--- config.mk ---
export PLATFORM = sky130hd
export DESIGN_NAME = ptd_div
export DESIGN_NICKNAME = d
export VERILOG_FILES = /design/src/rtl/core/ptd_pkg.sv /design/src/rtl/core/ptd_div.sv
export SDC_FILE = /design/constraint.sdc
export NUM_CORES = 1
export LEC_CHECK = 0
export BUFFER_PORTS_ARGS = -buffer_cell sky130_fd_sc_hd__buf_2
export CORE_MARGIN = 4
export CORE_UTILIZATION = 30
export DETAILED_ROUTE_END_ITERATION = 6
export PLACE_DENSITY_LB_ADDON = 0.25
export SETUP_SLACK_MARGIN = 0.15
export SKIP_LAST_GASP = 1
export SYNTH_ARGS = -nofsm -noshare
export SYNTH_HDL_FRONTEND = slang
export SYNTH_SLANG_ARGS = --single-unit
export TNS_END_PERCENT = 20
--- constraint.sdc ---
create_clock -name clk -period 2.5 [get_ports clk]
set_clock_uncertainty 0.15 [all_clocks]
set_input_delay 0.5 -clock clk [delete_from_list [all_inputs] [get_ports clk]]
set_output_delay 0.5 -clock clk [all_outputs]
set_load 0.02 [all_outputs]
--- src/rtl/core/ptd_pkg.sv ---
// Shared types and constants for the periodic task dispatcher.
package ptd_pkg;

	localparam int unsigned DEPTH_DEF     = 16;
	localparam logic [31:0] TICK_RATE_RST = 32'd268111856;
	localparam int unsigned DIV_STEPS     = 32;

	localparam logic [2:0] CMD_APPEND = 3'd0;
	localparam logic [2:0] CMD_DELETE = 3'd1;
	localparam logic [2:0] CMD_LOCK   = 3'd2;
	localparam logic [2:0] CMD_UNLOCK = 3'd3;
	localparam logic [2:0] CMD_TICK   = 3'd4;

	localparam logic [1:0] ST_OK   = 2'd0;
	localparam logic [1:0] ST_FAIL = 2'd1;
	localparam logic [1:0] ST_DUE  = 2'd2;
	localparam logic [1:0] ST_NONE = 2'd3;

	localparam logic [15:0] NO_ID = 16'd0;

	typedef struct packed {
		logic [15:0] id;
		logic [31:0] period;
		logic [63:0] last_run;
		logic        locked;
	} entry_t;

	typedef struct packed {
		logic shift;
		logic sort;
		logic odd;
	} cell_ctl_t;

	typedef enum logic [2:0] {
		S_IDLE,
		S_DIV,
		S_WALK,
		S_FIN,
		S_SORT
	} state_t;

endpackage

--- src/rtl/core/ptd_div.sv ---
// Restoring divider, one quotient bit per cycle: period = rate / frequency.
module ptd_div (
	input  logic        clk,
	input  logic        arst_n,
	input  logic        start,
	input  logic [31:0] dividend,
	input  logic [7:0]  divisor,
	output logic        done,
	output logic [31:0] quotient
);

	logic        busy_q;
	logic        done_q;
	logic [4:0]  cnt_q;
	logic [7:0]  rem_q;
	logic [7:0]  dvs_q;
	logic [31:0] quo_q;
	logic [8:0]  trial;
	logic [8:0]  diff;
	logic        ge;

	assign trial    = {rem_q, quo_q[31]};
	assign ge       = trial >= {1'b0, dvs_q};
	assign diff     = trial - {1'b0, dvs_q};
	assign done     = done_q;
	assign quotient = quo_q;

	always_ff @(posedge clk or negedge arst_n) begin
		if (!arst_n) begin
			busy_q <= 1'b0;
			done_q <= 1'b0;
			cnt_q  <= '0;
		end else begin
			done_q <= 1'b0;
			if (start) begin
				busy_q <= 1'b1;
				cnt_q  <= '0;
			end else if (busy_q) begin
				cnt_q <= cnt_q + 5'd1;
				if (cnt_q == 5'(ptd_pkg::DIV_STEPS - 1)) begin
					busy_q <= 1'b0;
					done_q <= 1'b1;
				end
			end
		end
	end

	always_ff @(posedge clk) begin
		if (start) begin
			quo_q <= dividend;
			rem_q <= '0;
			dvs_q <= divisor;
		end else if (busy_q) begin
			quo_q <= {quo_q[30:0], ge};
			rem_q <= ge ? diff[7:0] : trial[7:0];
		end
	end

endmodule

==> results.py <==
metrics = {
    "clocking": {
        "cts_inserted_buffers": 5,
        "worstSkewPairLatency_ps": 300,
        "clockBufferDepth": 2,
        "cts-root-buf": "clkbuf_8",
        "clk_pin_slew_worst_paths_ps": 100,
        "clkSinkCount": 55,
        "htree_levels": 2,
        "cts_tree": "built",
        "cts_setup_buffers": 0,
    },
    "worst_setup_path": {
        "cp_max_fo": 11,
        "start_kind": "flip-flop",
        "critical_path_required_ps": 2580,
        "cp-end-kind": "flip-flop",
        "r2r_slack_ps": 320,
        "arrival_ps": 2260,
        "crit_type": "flip-flop to flip-flop",
    },
    "routing": {
        "final_antenna_net_count": 0,
        "routed_wl_mm": 5.62,
        "wire_per_inst_um": 14.4,
        "remaining_drc_errors": 0,
        "viasPerCell": 4.68,
        "first_pass_iters": 4,
        "num_vias": 1824,
        "drt_iter0_drc": 48,
    },
    "finish": {
        "layout_common_cells": "buf_2 (75), edfxtp_1 (40), mux2_2 (32), inv_1 (16), nor2_1 (16)",
        "final_common_cell": "buf_2",
        "nets": 335,
        "diodes": 0,
        "area_growth_pct": 22.8,
        "drive_above_1_share": 0.450,
    },
    "logic_synthesis": {
        "avgSynthCellArea_um2": 13.3,
        "postSynth.asyncResetShare": 0.127,
        "ys.flop_type": "edfxtp_1",
        "ys_warn_count": 0,
        "ys_seq_area_frac": 0.575,
        "ys_ff_latch": 55,
        "syn_inst": 201,
        "synth_edf_count": 40,
        "synth_cell_types": 42,
        "synth_area_mm2": 0.00267,
        "synth_fp_nets": 255,
    },
    "grt": {
        "grt_pass1_wl_mm": 9.05,
        "gr-total-overflow": 0,
        "grt_start_max_net_pins": 31,
        "grtUsageTotal": 0.110,
        "antenna_found_initial": 0,
        "grt_pass1_vias": 1832,
    },
    "floorplan": {
        "die_h_um": 102,
        "io_pins": 76,
        "die_area_mm2": 0.0105,
        "rows": 34,
        "start_util": 0.308,
        "die_w_um": 102,
        "core_area_mm2": 0.00868,
    },
    "hold_path": {
        "hp-class": "input port to flip-flop",
    },
    "power_and_ir_drop": {
        "peakVddDrop_mv": 0.272,
        "leakagePower_uw": 0.00144,
        "power_density_mw_per_mm2": 777,
    },
    "sta": {
        "post-route-period-util": 0.870,
        "drv_slew": 0,
        "final_hold_viol_count": 0,
        "rsz0062_at_grt": "no",
        "slew_headroom": 0.678,
        "setup_tns_ps": 0,
        "setup_slack_ps": 325,
        "setup_violations": 0,
        "min_period_ps": 2180,
        "max_slew.worst_pin.slew_ps": 480,
        "max_freq_mhz": 460,
    },
    "run_status": {
        "status": "complete, no violations",
    },
    "flow_run": {
        "cap_violations": 0,
    },
    "placement": {
        "dp_hpwl_mm": 4.16,
        "gp_congestion": 0.785,
        "place_ws_ps": 353,
        "io_buffers": 75,
    },
}
## logic make-up after synthesis
logic type      Yosys count  share of synthesized area
compound gates           30                     0.0853
xor+xnor                  6                     0.0197
fa+ha+maj                11                     0.0544
buf+inv                  23                     0.0361
flops                    55                      0.575
mux                      39                      0.163
simple gates             37                     0.0661
## layout make-up
cell class | count | area [µm²]
Clock buffer | 6 | 72.6
Fill cell | 858 | 5400
Multi-Input combinational cell | 123 | 1040
Timing Repair Buffer | 80 | 428
Sequential cell | 55 | 1540
Tap cell | 108 | 135
Inverter | 16 | 60.1
Clock inverter | 2 | 8.76
## path summary, 6_finish.rpt
path / start / end / cells past startpoint
setup / recovery: dvs_q[5]$_DFFE_PP_ / rem_q[0]$_SDFFE_PP0P_ / 7
hold / removal: divisor[3] / dvs_q[3]$_DFFE_PP_ / 1
setup reg to reg: dvs_q[5]$_DFFE_PP_ / rem_q[0]$_SDFFE_PP0P_ / 7
hold reg to reg: rem_q[6]$_SDFFE_PP0P_ / rem_q[6]$_SDFFE_PP0P_ / 2
max in group asynchronous: arst_n / cnt_q[0]$_DFFE_PN0P_ / 2
min in group asynchronous: arst_n / done$_DFF_PN0_ / 2
## per-stage QoR
step | hold WS (ps) | instance area [µm²] | utilization | power (µW) | cells
floorplan | 54.4 | 2670 | - | 1870 | 201
global placement | 196 | 3190 | 0.367 | 2070 | 381
global route | 197 | 3280 | 0.378 | 2720 | 390
detailed placement | 197 | 3190 | 0.367 | 2080 | 381
CTS | 208 | 3280 | 0.378 | 2580 | 390
finish | 218 | 3280 | 0.378 | 2550 | 390
## what timing repair did
item                                    CTS  global route
endpoints found under the setup margin    0             0
endpoints found under the hold margin     7             0
gates resized for setup                   0             0
hold buffers                              1             0
## per-layer routing
metal / GRT usage / share of wire
met3: 0.0341 / 0.067
met2: 0.173 / 0.47
met5: 0 / 0
met4: 0.0272 / 0.0055
met1: 0.148 / 0.46
## cells in the mapped netlist (2+ instances only)
cell type / number / share of area
xor2_1: 3 / 0.0098
inv_1: 16 / 0.022
clkbuf_1: 3 / 0.0042
dfxtp_1: 8 / 0.060
xnor2_1: 3 / 0.0098
a21oi_2: 2 / 0.0066
a21o_1: 2 / 0.0056
nor2_1: 16 / 0.022
nand2_1: 8 / 0.011
a211oi_2: 2 / 0.0094
o21ai_0: 4 / 0.0075
edfxtp_1: 40 / 0.45
dfrtp_1: 7 / 0.066
buf_2: 2 / 0.0037
o31ai_1: 2 / 0.0056
nand2b_1: 2 / 0.0047
nor3_1: 2 / 0.0037
nor2b_1: 3 / 0.0070
a211oi_1: 3 / 0.0084
ha_1: 10 / 0.047
a31oi_1: 3 / 0.0070
mux2i_1: 6 / 0.022
mux2_2: 32 / 0.13
a21oi_1: 2 / 0.0037
o22ai_1: 3 / 0.0070
## power breakdown
group / total [µW] / internal (µW) / switching (µW)
sequential: 1190 / 1120 / 74.6
clock: 484 / 194 / 290
combinational: 868 / 385 / 484
total: 2550 / 1700 / 848
## worst max-delay path, stage by stage, from the launching register on
cell and delay (ps):
edfxtp_1 340, inv_1 40, ha_1 370, nand3_2 120, nor2_1 200, a21o_2 340, mux2_4 330, a211oi_2 210
## flip-flops by register name (all words and copies together), names as in the netlist
name / cells
dvs_q: 8
rem_q: 8
busy_q: 1
done: 1
cnt_q: 5
quotient: 32
Power figures use the tool's default switching activity.
