==> src/rtl/core/ptd_pkg.sv <==
// Shared types and constants for the periodic task dispatcher.
package ptd_pkg;

	localparam int unsigned DEPTH_DEF     = 16;
	localparam logic [31:0] TICK_RATE_RST = 32'd268111856;
	localparam int unsigned DIV_STEPS     = 32;

	localparam logic [2:0] CMD_APPEND = 3'd0;
	localparam logic [2:0] CMD_DELETE = 3'd1;
	localparam logic [2:0] CMD_LOCK   = 3'd2;
	localparam logic [2:0] CMD_UNLOCK = 3'd3;
	localparam logic [2:0] CMD_TICK   = 3'd4;

	localparam logic [1:0] ST_OK   = 2'd0;
	localparam logic [1:0] ST_FAIL = 2'd1;
	localparam logic [1:0] ST_DUE  = 2'd2;
	localparam logic [1:0] ST_NONE = 2'd3;

	localparam logic [15:0] NO_ID = 16'd0;

	typedef struct packed {
		logic [15:0] id;
		logic [31:0] period;
		logic [63:0] last_run;
		logic        locked;
	} entry_t;

	typedef struct packed {
		logic shift;
		logic sort;
		logic odd;
	} cell_ctl_t;

	typedef enum logic [2:0] {
		S_IDLE,
		S_DIV,
		S_WALK,
		S_FIN,
		S_SORT
	} state_t;

endpackage

==> src/rtl/core/ptd_cell.sv <==
// One table slot: rotates toward slot 0 or does a compare-exchange with its neighbor.
module ptd_cell #(
	parameter int unsigned CELL_IDX = 0
) (
	input  logic               clk,
	input  ptd_pkg::cell_ctl_t ctl,
	input  logic               load,
	input  ptd_pkg::entry_t    load_data,
	input  logic               pair_ok,
	input  ptd_pkg::entry_t    right_in,
	input  ptd_pkg::entry_t    left_in,
	input  logic               left_swap,
	output ptd_pkg::entry_t    ent,
	output logic               swap_r
);

	localparam logic MY_ODD = 1'(CELL_IDX % 2);

	ptd_pkg::entry_t ent_q;

	assign ent = ent_q;

	// strict compare keeps equal periods in place (stable)
	assign swap_r = ctl.sort && (ctl.odd == MY_ODD) && pair_ok &&
		(ent_q.period > right_in.period);

	always_ff @(posedge clk) begin
		if (load) begin
			ent_q <= load_data;
		end else if (ctl.shift || swap_r) begin
			ent_q <= right_in;
		end else if (left_swap) begin
			ent_q <= left_in;
		end
	end

endmodule

==> config.mk <==
export PLATFORM = sky130hd
export DESIGN_NAME = ptd_cell
export DESIGN_NICKNAME = d
export VERILOG_FILES = /design/src/rtl/core/ptd_pkg.sv /design/src/rtl/core/ptd_cell.sv
export SDC_FILE = /design/constraint.sdc
export NUM_CORES = 1
export LEC_CHECK = 0
export ABC_CLOCK_PERIOD_IN_PS = 8800
export BUFFER_PORTS_ARGS = -buffer_cell sky130_fd_sc_hd__buf_2
export CAP_MARGIN = 30
export CORE_AREA = 2 2 177 179
export DETAILED_ROUTE_END_ITERATION = 16
export DIE_AREA = 0 0 179 181
export SETUP_SLACK_MARGIN = 0.3
export SKIP_CTS_REPAIR_TIMING = 1
export SYNTH_ARGS = -nofsm -noshare
export SYNTH_HDL_FRONTEND = slang
export SYNTH_SLANG_ARGS = --single-unit
==> constraint.sdc <==
create_clock -name clk -period 8.8 [get_ports clk]
set_clock_uncertainty 0.1 [all_clocks]
set_input_delay 0.44 -clock clk [delete_from_list [all_inputs] [get_ports clk]]
set_output_delay 0.44 -clock clk [all_outputs]
set_load 0.1 [all_outputs]
==> key figures, run 1 <==
CTS
  • Maximum clock path buffer count: 2
  • Htree depth: 4
  • CTS sink cnt: roughly 110
  • Num CTS Buffers: 17
  • Root Buffer: clkbuf_16
  • Clk slew on worst S/H paths: 0.06 ns
  • Clock latency at the later pin of the worst-skew pair: roughly 0.4 ns
  • TritonCTS clock tree: done

Die
  • IO Count: 460
  • Row Count: between 60 and 70
  • Die area: between 30000 and 40000 sq um
  • Chip width: between 150 and 200 um
  • Die height: between 150 and 200 um
  • Core ar.: 30350 sq um
  • Initial core utilization: 20.93%

Global routing
  • Grt ovf: 0
  • Initial antenna violation count: 3
  • First-pass GRT wire length: between 30 and 40 mm
  • GRT Util Overall: 14.61%
  • Number of global-route vias before repair: between 6000 and 7000
  • Largest net degree at the start of global routing: 100

Logic synthesis
  • Synth top area share: between 50% and 60%
  • Yosys top cell by area: edfxtp_1
  • Synth Warn #: 0
  • Cell variety after synth: 34
  • Post-synthesis sequential area ratio: a little over half
  • Main area contributors after synthesis: edfxtp_1, a221o_1, and2_1
  • Gate Count Post-Synth: around 500
  • Synth top cells by count: a221o_1, edfxtp_1, and2_1
  • Syn nets: between 800 and 900
  • Post-synthesis register bit count: about 110
  • Ys async rst share: 0%
  • Mean Syn Cell Area: roughly 13 sq um
  • Main flop type after synthesis: edfxtp_1
  • Number of synthesized flops with an enable pin: 113
  • Synthesized area: 6352 sq um

Timing
  • Shortest period the worst path allows: between 4 and 5 ns
  • Fin crit share: roughly 51%
  • Setup-failing EPs final: 0
  • Worst setup margin: between 4 and 5 ns
  • Fin. Hold Viols: 0
  • Relative slew slack: 44.61%
  • Fmax: around 0.22 GHz
  • Sum of negative setup slack: 0 ns
  • Slew Limit Fails: 0
  • Worst slew pin tran: ~0.83 ns
  • RSZ-0062 raised after global routing: false

Detailed routing
  • WL/cell: between 15 and 20 um
  • Met2 WL: 12.55 mm
  • Routed via count: approximately 6100
  • DR top layer: met4
  • Final antenna-violating net count: 0
  • Vias per cell: 4.484
  • Met3 WL: roughly 1.8 mm
  • Final WL: ~25 mm
  • Metal1 wirelength: 9.629 mm
  • Initial drt markers: 285
  • Drt drc: 0
  • First-pass DRT Iterations: 4

Placed design
  • GPL Wtd Cong: 0.9198
  • Area after DPL: roughly 9000 sq um
  • DP HPWL: ~19 mm
  • Dpl ws: 4.064 ns
  • PortBufs: 459

Worst setup path
  • CP endpoint kind: flop
  • Crit-path max FO: 60
  • CP Data Arrival Time: 4.45 ns
  • Critical Path Source Type: flop
  • R2R setup slack: 4.28 ns
  • WS Path Type: reg2reg
  • Data required, critical path: approximately 8.7 ns

Final layout
  • Layout Utilization: 31.49%
  • Max reg flops: 113
  • Fin area: between 9000 and 10000 sq um
  • Share of cells above drive strength 1: a little over half
  • Area growth from synthesis to layout: 50.46%
  • Post-layout nets: roughly 1300
  • Fill count: ~3100

Run status
  • Status: completed

Power and ir drop
  • Peak VDD IR: 0.09193 mV
  • Leak: 4.557 nW
  • PwrDens: roughly 220 nW/um^2

Job
  • Max-cap violations: 0

Worst hold path
  • Min-Delay Path Class: in2reg
==> cell type report <==
cell class | count | area, sq um | share of cell area, %
Sequential cell | 113 | 3393 | 35.50
Multi-Input combinational cell | 317 | 2630 | 27.52
Timing Repair Buffer | 465 | 2355 | 24.64
Tap cell | 396 | 495.5 | 5.184
Clock buffer | 19 | 432.9 | 4.529
Inverter | 34 | 127.6 | 1.335
Clock inverter | 12 | 118.9 | 1.244
Antenna cell | 2 | 5.005 | 0.05236
==> worst max-delay path, stage by stage, from the launching register on <==
cell	delay, ns
edfxtp_1	0.39
ha_1	0.32
and4_1	0.28
nand4_1	0.16
or4b_2	0.73
a31oi_4	0.23
nor4_4	0.05
buf_4	0.29
nand2b_4	0.64
buf_4	0.73
==> report_power, final <==
group          switching, W  internal [W]
Clock              0.000252      0.000411
Sequential        0.0000213      0.000664
Combinational      0.000569      0.000166
Total              0.000842       0.00124
==> cell families (layout without fill, tap and decap cells) <==
| group | after synthesis | count (layout) | share of synthesized area, % |
|---|---|---|---|
| adder cells (fa/ha/maj) | 32 | 32 | 6.303 |
| flip-flops | 113 | 113 | 53.42 |
| buffers and inverters | 71 | 530 | 5.318 |
| other | 0 | 2 | 0 |
| AO/OA/AOI/OAI | 141 | 141 | 20.82 |
| AND/OR/NAND/NOR | 144 | 144 | 14.14 |
==> per-stage QoR <==
step	power (W)	hold WS, ns	std cells
after floorplan	0.001253	0.5541	501
after global placement	0.001430	0.6403	1324
after detailed placement	0.001436	0.6424	1325
after CTS	0.002116	0.2039	1356
after global routing	0.002170	0.2080	1358
final	0.002083	0.2294	1358
==> layer usage <==
layer  vias up  track usage [%]
met1      2863            17.18
li1       2892                -
met2       311            25.66
met3        23            3.430
met5         -                0
met4         0            5.268
==> placed cells by master (no fill, tap or decap), drive strengths merged, types with 3 or more instances in the layout <==
master    netlist  routed
buf            15     465
a221o         113     113
edfxtp        113     113
and2          112     112
inv            34      34
ha             32      32
clkbuf         22      19
a21oi          13      13
nand2          10      10
nand4           6       6
clkinv          0       6
clkinvlp        0       4
o21ai           3       3
nand3           3       3
o31a            3       3
==> final timing paths <==
check / startpoint / end / cells after the start
max: ent[95]$_DFFE_PP_ / ent[34]$_DFFE_PP_ / 9
min: left_in[51] / ent[51]$_DFFE_PP_ / 2
max reg2reg: ent[95]$_DFFE_PP_ / ent[34]$_DFFE_PP_ / 9
min reg2reg: ent[96]$_DFFE_PP_ / ent[111]$_DFFE_PP_ / 5
(Power assumes the default switching activity.)
==> inputs of run 2 (changes only) <==
ABC_CLOCK_PERIOD_IN_PS = 4700   (was 8800)
clock period = 4.7 ns   (was 8.8 ns; I/O delays follow)
==> run 2 against run 1 <==
Effect of this change:
- sequential power is 87% higher
- cell area up 0.97%
- via count grew 0.57%
- routed wire length increased by 2.0%
- count of clock-buffer cells in the layout unchanged
- global-route usage grew 0.31 points
- fmax increased by 22%
- clock power up 98%
- largest cell class unchanged
- highest routed layer unchanged
==> key figures, run 2 (synthesis gave the netlist of run 1 again) <==
Power and ir drop
  • PwrDens: 410.7 nW/um^2 (+88%)
  • Peak VDD IR: 0.2404 mV (+160%)
  • Leak: 4.596 nW (+0.86%)

Die
  • Die height: 181 um (unchanged)
  • Row Count: 64 (unchanged)
  • Chip width: 179 um (unchanged)
  • Initial core utilization: 20.93% (unchanged)
  • IO Count: 460 (unchanged)
  • Core ar.: 30350 sq um (unchanged)
  • Die area: 32400 sq um (unchanged)

Worst setup path
  • Worst reg2reg path endpoint: ent[92]$_DFFE_PP_
  • WP buf/inv: 1 (-1)
  • CP Data Arrival Time: 3.88 ns (-0.57 ns)
  • Crit-path max FO: 52 (-13%)
  • CP endpoint kind: flop
  • Reg2Reg Launch Point: ent[95]$_DFFE_PP_
  • Cell family with most CP delay: simple AND/OR/NAND/NOR gates
  • Critical Path Source Type: flop
  • Crit-path max cell delay: 0.74 ns (about the same)
  • Critical-path top delay cell: or4b_2
  • Data required, critical path: 4.88 ns (-3.85 ns)
  • Worst-path cell chain: ha_1, and4_1, nand4_1, or4b_2, a31oi_4, o31a_2, buf_4, a221o_1
  • WS Path Type: reg2reg
  • R2R depth: 8 (-1)
  • R2R setup slack: 1.00 ns (-3.27 ns)

Global routing
  • Grt ovf: 0 (unchanged)
  • Initial antenna violation count: 6 (+3)
  • Largest net degree at the start of global routing: 113 (+13%)
  • First-pass GRT wire length: 36.08 mm (+1.9%)
  • Number of global-route vias before repair: 6111 (-1.5%)
  • GRT Util Overall: 14.92% (+0.31 points)

Worst hold path
  • Hold Crit Depth: 2 (unchanged)
  • Worst hold start: left_in[56]
  • Hold Path End: ent[56]$_DFFE_PP_
  • Min-Delay Path Class: in2reg

Detailed routing
  • WL/cell: 18.35 um (+1.4%)
  • Final WL: 25.07 mm (+2.0%)
  • Final antenna-violating net count: 0 (unchanged)
  • First-pass DRT Iterations: 4 (unchanged)
  • Initial drt markers: 274 (-3.9%)
  • Vias per cell: 4.483 (about the same)
  • Routed via count: 6124 (+0.57%)
  • Drt drc: 0 (unchanged)

CTS
  • Maximum clock path buffer count: 2 (unchanged)
  • Clk slew on worst S/H paths: 0.06 ns (about the same)
  • Num CTS Buffers: 17 (unchanged)
  • TritonCTS clock tree: done
  • Root Buffer: clkbuf_16
  • Clock latency at the later pin of the worst-skew pair: 0.41 ns (about the same)
  • Htree depth: 4 (unchanged)
  • CTS sink cnt: 113 (unchanged)

Timing
  • Fmax: 0.2706 GHz (+22%)
  • Fin crit share: 78.63% (+27 points)
  • Relative slew slack: 57.39% (+13 points)
  • RSZ-0062 raised after global routing: false
  • Slew Limit Fails: 0 (unchanged)
  • Shortest period the worst path allows: 3.696 ns (-0.8278 ns)
  • Fin. Hold Viols: 0 (unchanged)
  • Worst slew pin tran: 0.6391 ns (-0.1917 ns)
  • Setup-failing EPs final: 0 (unchanged)
  • Sum of negative setup slack: 0 ns (unchanged)

Final layout
  • Commonest non-fill, non-tap cell in the layout: buf_2
  • Area growth from synthesis to layout: 51.92%
  • Most frequent cells in the layout: buf_2, a221o_1, edfxtp_1
  • Layout Utilization: 31.80% (+0.31 points)
  • Max reg flops: 113 (unchanged)
  • Post-layout nets: 1330 (+0.30%)
  • Share of cells above drive strength 1: 52.02% (-0.27 points)

Placed design
  • GPL Wtd Cong: 0.8235 (-10%)
  • PortBufs: 459 (unchanged)
  • DP HPWL: 19.55 mm (+0.55%)

Run status
  • Status: completed

Job
  • Max-cap violations: 0 (unchanged)
[run 2: cell count changes in the layout (fill, tap and decap cells not counted), sizes merged]
| cell | previous run | this run |
|---|---|---|
| dlygate4sd3 | 0 | 3 |
| clkinv | 6 | 7 |
| buf | 465 | 466 |
| diode | 2 | 5 |
| clkinvlp | 4 | 3 |
| bufinv | 2 | 3 |
[run 2: layout make-up]
cell class,count,area (sq um)
Timing Repair Buffer,469,2415
Inverter,34,127.6
Antenna cell,5,12.51
Sequential cell,113,3393
Multi-Input combinational cell,317,2630
Tap cell,396,495.5
Fill cell,3167,20700
Clock inverter,13,143.9
Clock buffer,19,432.9
[run 2: power by group]
group	total, W	internal [W]	switching [W]
clock network	0.00131	0.000823	0.000486
logic	0.00137	0.000314	0.00106
registers	0.00128	0.00124	0.0000404
[run 2: worst max-delay path by stage]
stage | slack, ns | end | cells after the start | startpoint
final | 1.00 | ent[92]$_DFFE_PP_ | 8 | ent[95]$_DFFE_PP_
after global routing | 0.81 | ent[90]$_DFFE_PP_ | 8 | ent[95]$_DFFE_PP_
after CTS | 0.98 | ent[60]$_DFFE_PP_ | 8 | ent[95]$_DFFE_PP_
after detailed placement | 1.00 | ent[60]$_DFFE_PP_ | 8 | ent[95]$_DFFE_PP_
after global placement | 1.06 | ent[35]$_DFFE_PP_ | 8 | ent[95]$_DFFE_PP_
after floorplan | 0.46 | ent[0]$_DFFE_PP_ | 9 | ent[95]$_DFFE_PP_
[run 2: per-stage QoR]
step                      setup slack [ns]  area, sq um  std cells  power, W  hold slack [ns]
after CTS                           0.9836         9608       1358  0.004018         -0.01247
final                                1.004         9651       1366  0.003964          0.01495
after floorplan                     0.4608         6360        501  0.002344           0.3491
after detailed placement             1.001         9031       1326  0.002685           0.4361
after global placement               1.056         9004       1325  0.002674           0.4343
after global routing                0.8130         9643       1363  0.004137        0.0003270
[run 2: layer usage]
| metal | wire length (um) | track usage (%) | vias up |
|---|---|---|---|
| li1 | - | - | 2916 |
| met1 | 9952 | 17.53 | 2890 |
| met2 | 12630 | 26.26 | 295 |
| met3 | 2109 | 4.377 | 23 |
| met4 | 376 | 3.935 | 0 |
| met5 | 0 | 0 | - |
==> inputs of run 3 (changes only) <==
ABC_AREA = 1   (was not set)
ABC_CLOCK_PERIOD_IN_PS = 3600   (was 4700)
CORE_AREA = 2 2 179 181   (was 2 2 177 179)
DIE_AREA = 0 0 181 183   (was 0 0 179 181)
clock period = 3.6 ns   (was 4.7 ns; I/O delays follow)
==> run 3 against run 2 <==
Effect of this change:
- the run now ends with negative hold slack left
- count of clock-buffer cells in the layout is 1 lower
- global-route usage rose by 2.4 points
- combinational power increased by 45%
- die area grew 2.2%
==> key figures, run 3 <==
Run status
  • Status: finished, violations left
  • Failing checks: negative hold slack

Timing
  • Shortest period the worst path allows: 3.013 ns
  • Relative slew slack: 52.71% (-4.7 points)
  • Setup-failing EPs final: 0 (unchanged)
  • Sum of negative setup slack: 0 ns (unchanged)
  • RSZ-0062 raised after global routing: false
  • Hold_ws: -0.02850 ns (-0.04345 ns)
  • Worst slew pin tran: 0.7093 ns (+0.07021 ns)
  • Fin crit share: 83.69%
  • Fmax: approximately 0.33 GHz
  • Fin. Hold Viols: 3 (+3)
  • Slew Limit Fails: 0 (unchanged)

Logic synthesis
  • Mean Syn Cell Area: 7.145 sq um (-44%)
  • Synth top area share: 43.73% (-9.7 points)
  • Synth top cells by count: nand2_1, inv_1, nand3_1
  • Synthesized area: 7760 sq um (+22%)
  • Yosys top cell by area: edfxtp_1
  • Synth Warn #: 0 (unchanged)
  • Number of synthesized flops with an enable pin: 113 (unchanged)
  • Cell with the most instances after synthesis: nand2_1
  • Ys async rst share: 0% (unchanged)
  • Main flop type after synthesis: edfxtp_1
  • Cell variety after synth: 19 (-44%)
  • Gate Count Post-Synth: 1086 (+120%)
  • Main area contributors after synthesis: edfxtp_1, nand2_1, nand3_1
  • Syn nets: 1464 (+67%)
  • Post-synthesis register bit count: 113 (unchanged)
  • Post-synthesis sequential area ratio: 43.73% (-9.7 points)

CTS
  • Num CTS Buffers: 17 (unchanged)
  • Clk slew on worst S/H paths: 0.06 ns (about the same)
  • TritonCTS clock tree: done
  • Clock latency at the later pin of the worst-skew pair: 0.41 ns (about the same)
  • Htree depth: 4 (unchanged)
  • Maximum clock path buffer count: 2 (unchanged)
  • Root Buffer: clkbuf_16
  • CTS sink cnt: 113 (unchanged)

Worst setup path
  • CP Data Arrival Time: 2.73 ns (-1.15 ns)
  • CP endpoint kind: output port
  • Data required, critical path: 3.32 ns (-1.56 ns)
  • WS Path Type: reg2out
  • Critical Path Source Type: flop
  • Crit-path max FO: 45 (-13%)

Die
  • Die area: 33120 sq um (+2.2%)
  • Core ar.: 31230 sq um (+2.9%)
  • Row Count: 65 (+1.6%)
  • Chip width: 181 um (+1.1%)
  • Initial core utilization: 24.85% (+3.9 points)
  • Die height: 183 um (+1.1%)
  • IO Count: 460 (unchanged)

Power and ir drop
  • Leak: 6.988 nW (+52%)
  • PwrDens: 442.5 nW/um^2 (+7.7%)
  • Peak VDD IR: 0.2600 mV (+8.2%)

Global routing
  • Number of global-route vias before repair: 8169 (+34%)
  • Largest net degree at the start of global routing: 114 (+0.88%)
  • First-pass GRT wire length: 44.44 mm (+23%)
  • GRT Util Overall: 17.30% (+2.4 points)
  • Grt ovf: 0 (unchanged)
  • Initial antenna violation count: 4 (-2)

Worst hold path
  • Min-Delay Path Class: in2reg

Final layout
  • Most frequent cells in the layout: buf_2, nand2_1, inv_1
  • Max reg flops: 113 (unchanged)
  • Share of cells above drive strength 1: 31.13% (-21 points)
  • Area growth from synthesis to layout: 56.11%
  • Post-layout nets: 2002 (+51%)
  • Commonest non-fill, non-tap cell in the layout: buf_2

Placed design
  • DP HPWL: 22.35 mm (+14%)
  • PortBufs: 459 (unchanged)
  • GPL Wtd Cong: 0.8756 (+6.3%)

Detailed routing
  • Final WL: 31.47 mm (+26%)
  • First-pass DRT Iterations: 9 (+5)
  • Initial drt markers: 508 (+85%)
  • Drt drc: 0 (unchanged)
  • Final antenna-violating net count: 0 (unchanged)
  • Vias per cell: 4.457 (-0.59%)
  • WL/cell: 15.43 um (-16%)
  • Routed via count: 9087 (+48%)

Job
  • Max-cap violations: 0 (unchanged)
run 3: cells by family after synthesis:
family                     share of synthesized area, %
and+or+nand+nor                                   34.17
buffers and inverters                             15.79
DFF                                               43.73
adders and majority gates                         5.160
AOI/OAI and AO/OA                                 1.161
run 3: per-stage QoR:
step	cell area [sq um]	power (W)	setup WS, ns	instances	utilization, %
global placement	10440	0.003598	0.7799	1900	33.44
CTS	11020	0.005325	0.4444	1930	35.27
detailed placement	10440	0.003605	0.7591	1900	33.44
floorplan	7779	0.003123	0.3605	1086	-
global route	12110	0.005612	0.3108	2037	38.77
finish	12110	0.005360	0.5873	2039	38.79
run 3: worst paths after layout:
path	from	to	slack (ns)	depth (start not counted)
worst min register to register	ent[88]$_DFFE_PP_	ent[28]$_DFFE_PP_	1.32	10
worst min-delay path	load_data[99]	ent[99]$_DFFE_PP_	-0.03	3
worst max register to register	ent[96]$_DFFE_PP_	ent[64]$_DFFE_PP_	0.76	13
worst max-delay path	ent[96]$_DFFE_PP_	swap_r	0.59	11
run 3: cell type report:
| class | count | area (sq um) |
|---|---|---|
| antenna | 2 | 5.005 |
| timing repair buffer | 580 | 3573 |
| tap | 402 | 503.0 |
| clock buffer | 18 | 429.2 |
| clock inverter | 12 | 143.9 |
| sequential | 113 | 3393 |
| multi-input combinational | 672 | 3161 |
| inverter | 240 | 905.9 |
| fill | 3278 | 19120 |
run 3: power by group:
| part | switching, W | internal [W] |
|---|---|---|
| clock | 0.000615 | 0.00107 |
| sequential | 0.0000614 | 0.00162 |
| combinational | 0.00151 | 0.000485 |
run 3: worst max-delay path: stages (launching register included):
cell and delay, ns:
edfxtp_1 0.43, ha_1 0.32, nand2_1 0.07, nor2_1 0.15, nand2_1 0.13, nor2_1 0.19
nand2_1 0.08, nand2_1 0.10, nand2_4 0.11, buf_16 0.23, inv_1 0.08, buf_2 0.42
run 3: routing by layer:
layer / part of all wire [%] / GRT usage [%] / vias up
li1: - / - / 4449
met1: 40 / 20.53 / 4107
met2: 49 / 30.62 / 475
met3: 9.0 / 5.103 / 54
met4: 2.3 / 4.455 / 2
met5: 0.041 / 0 / -
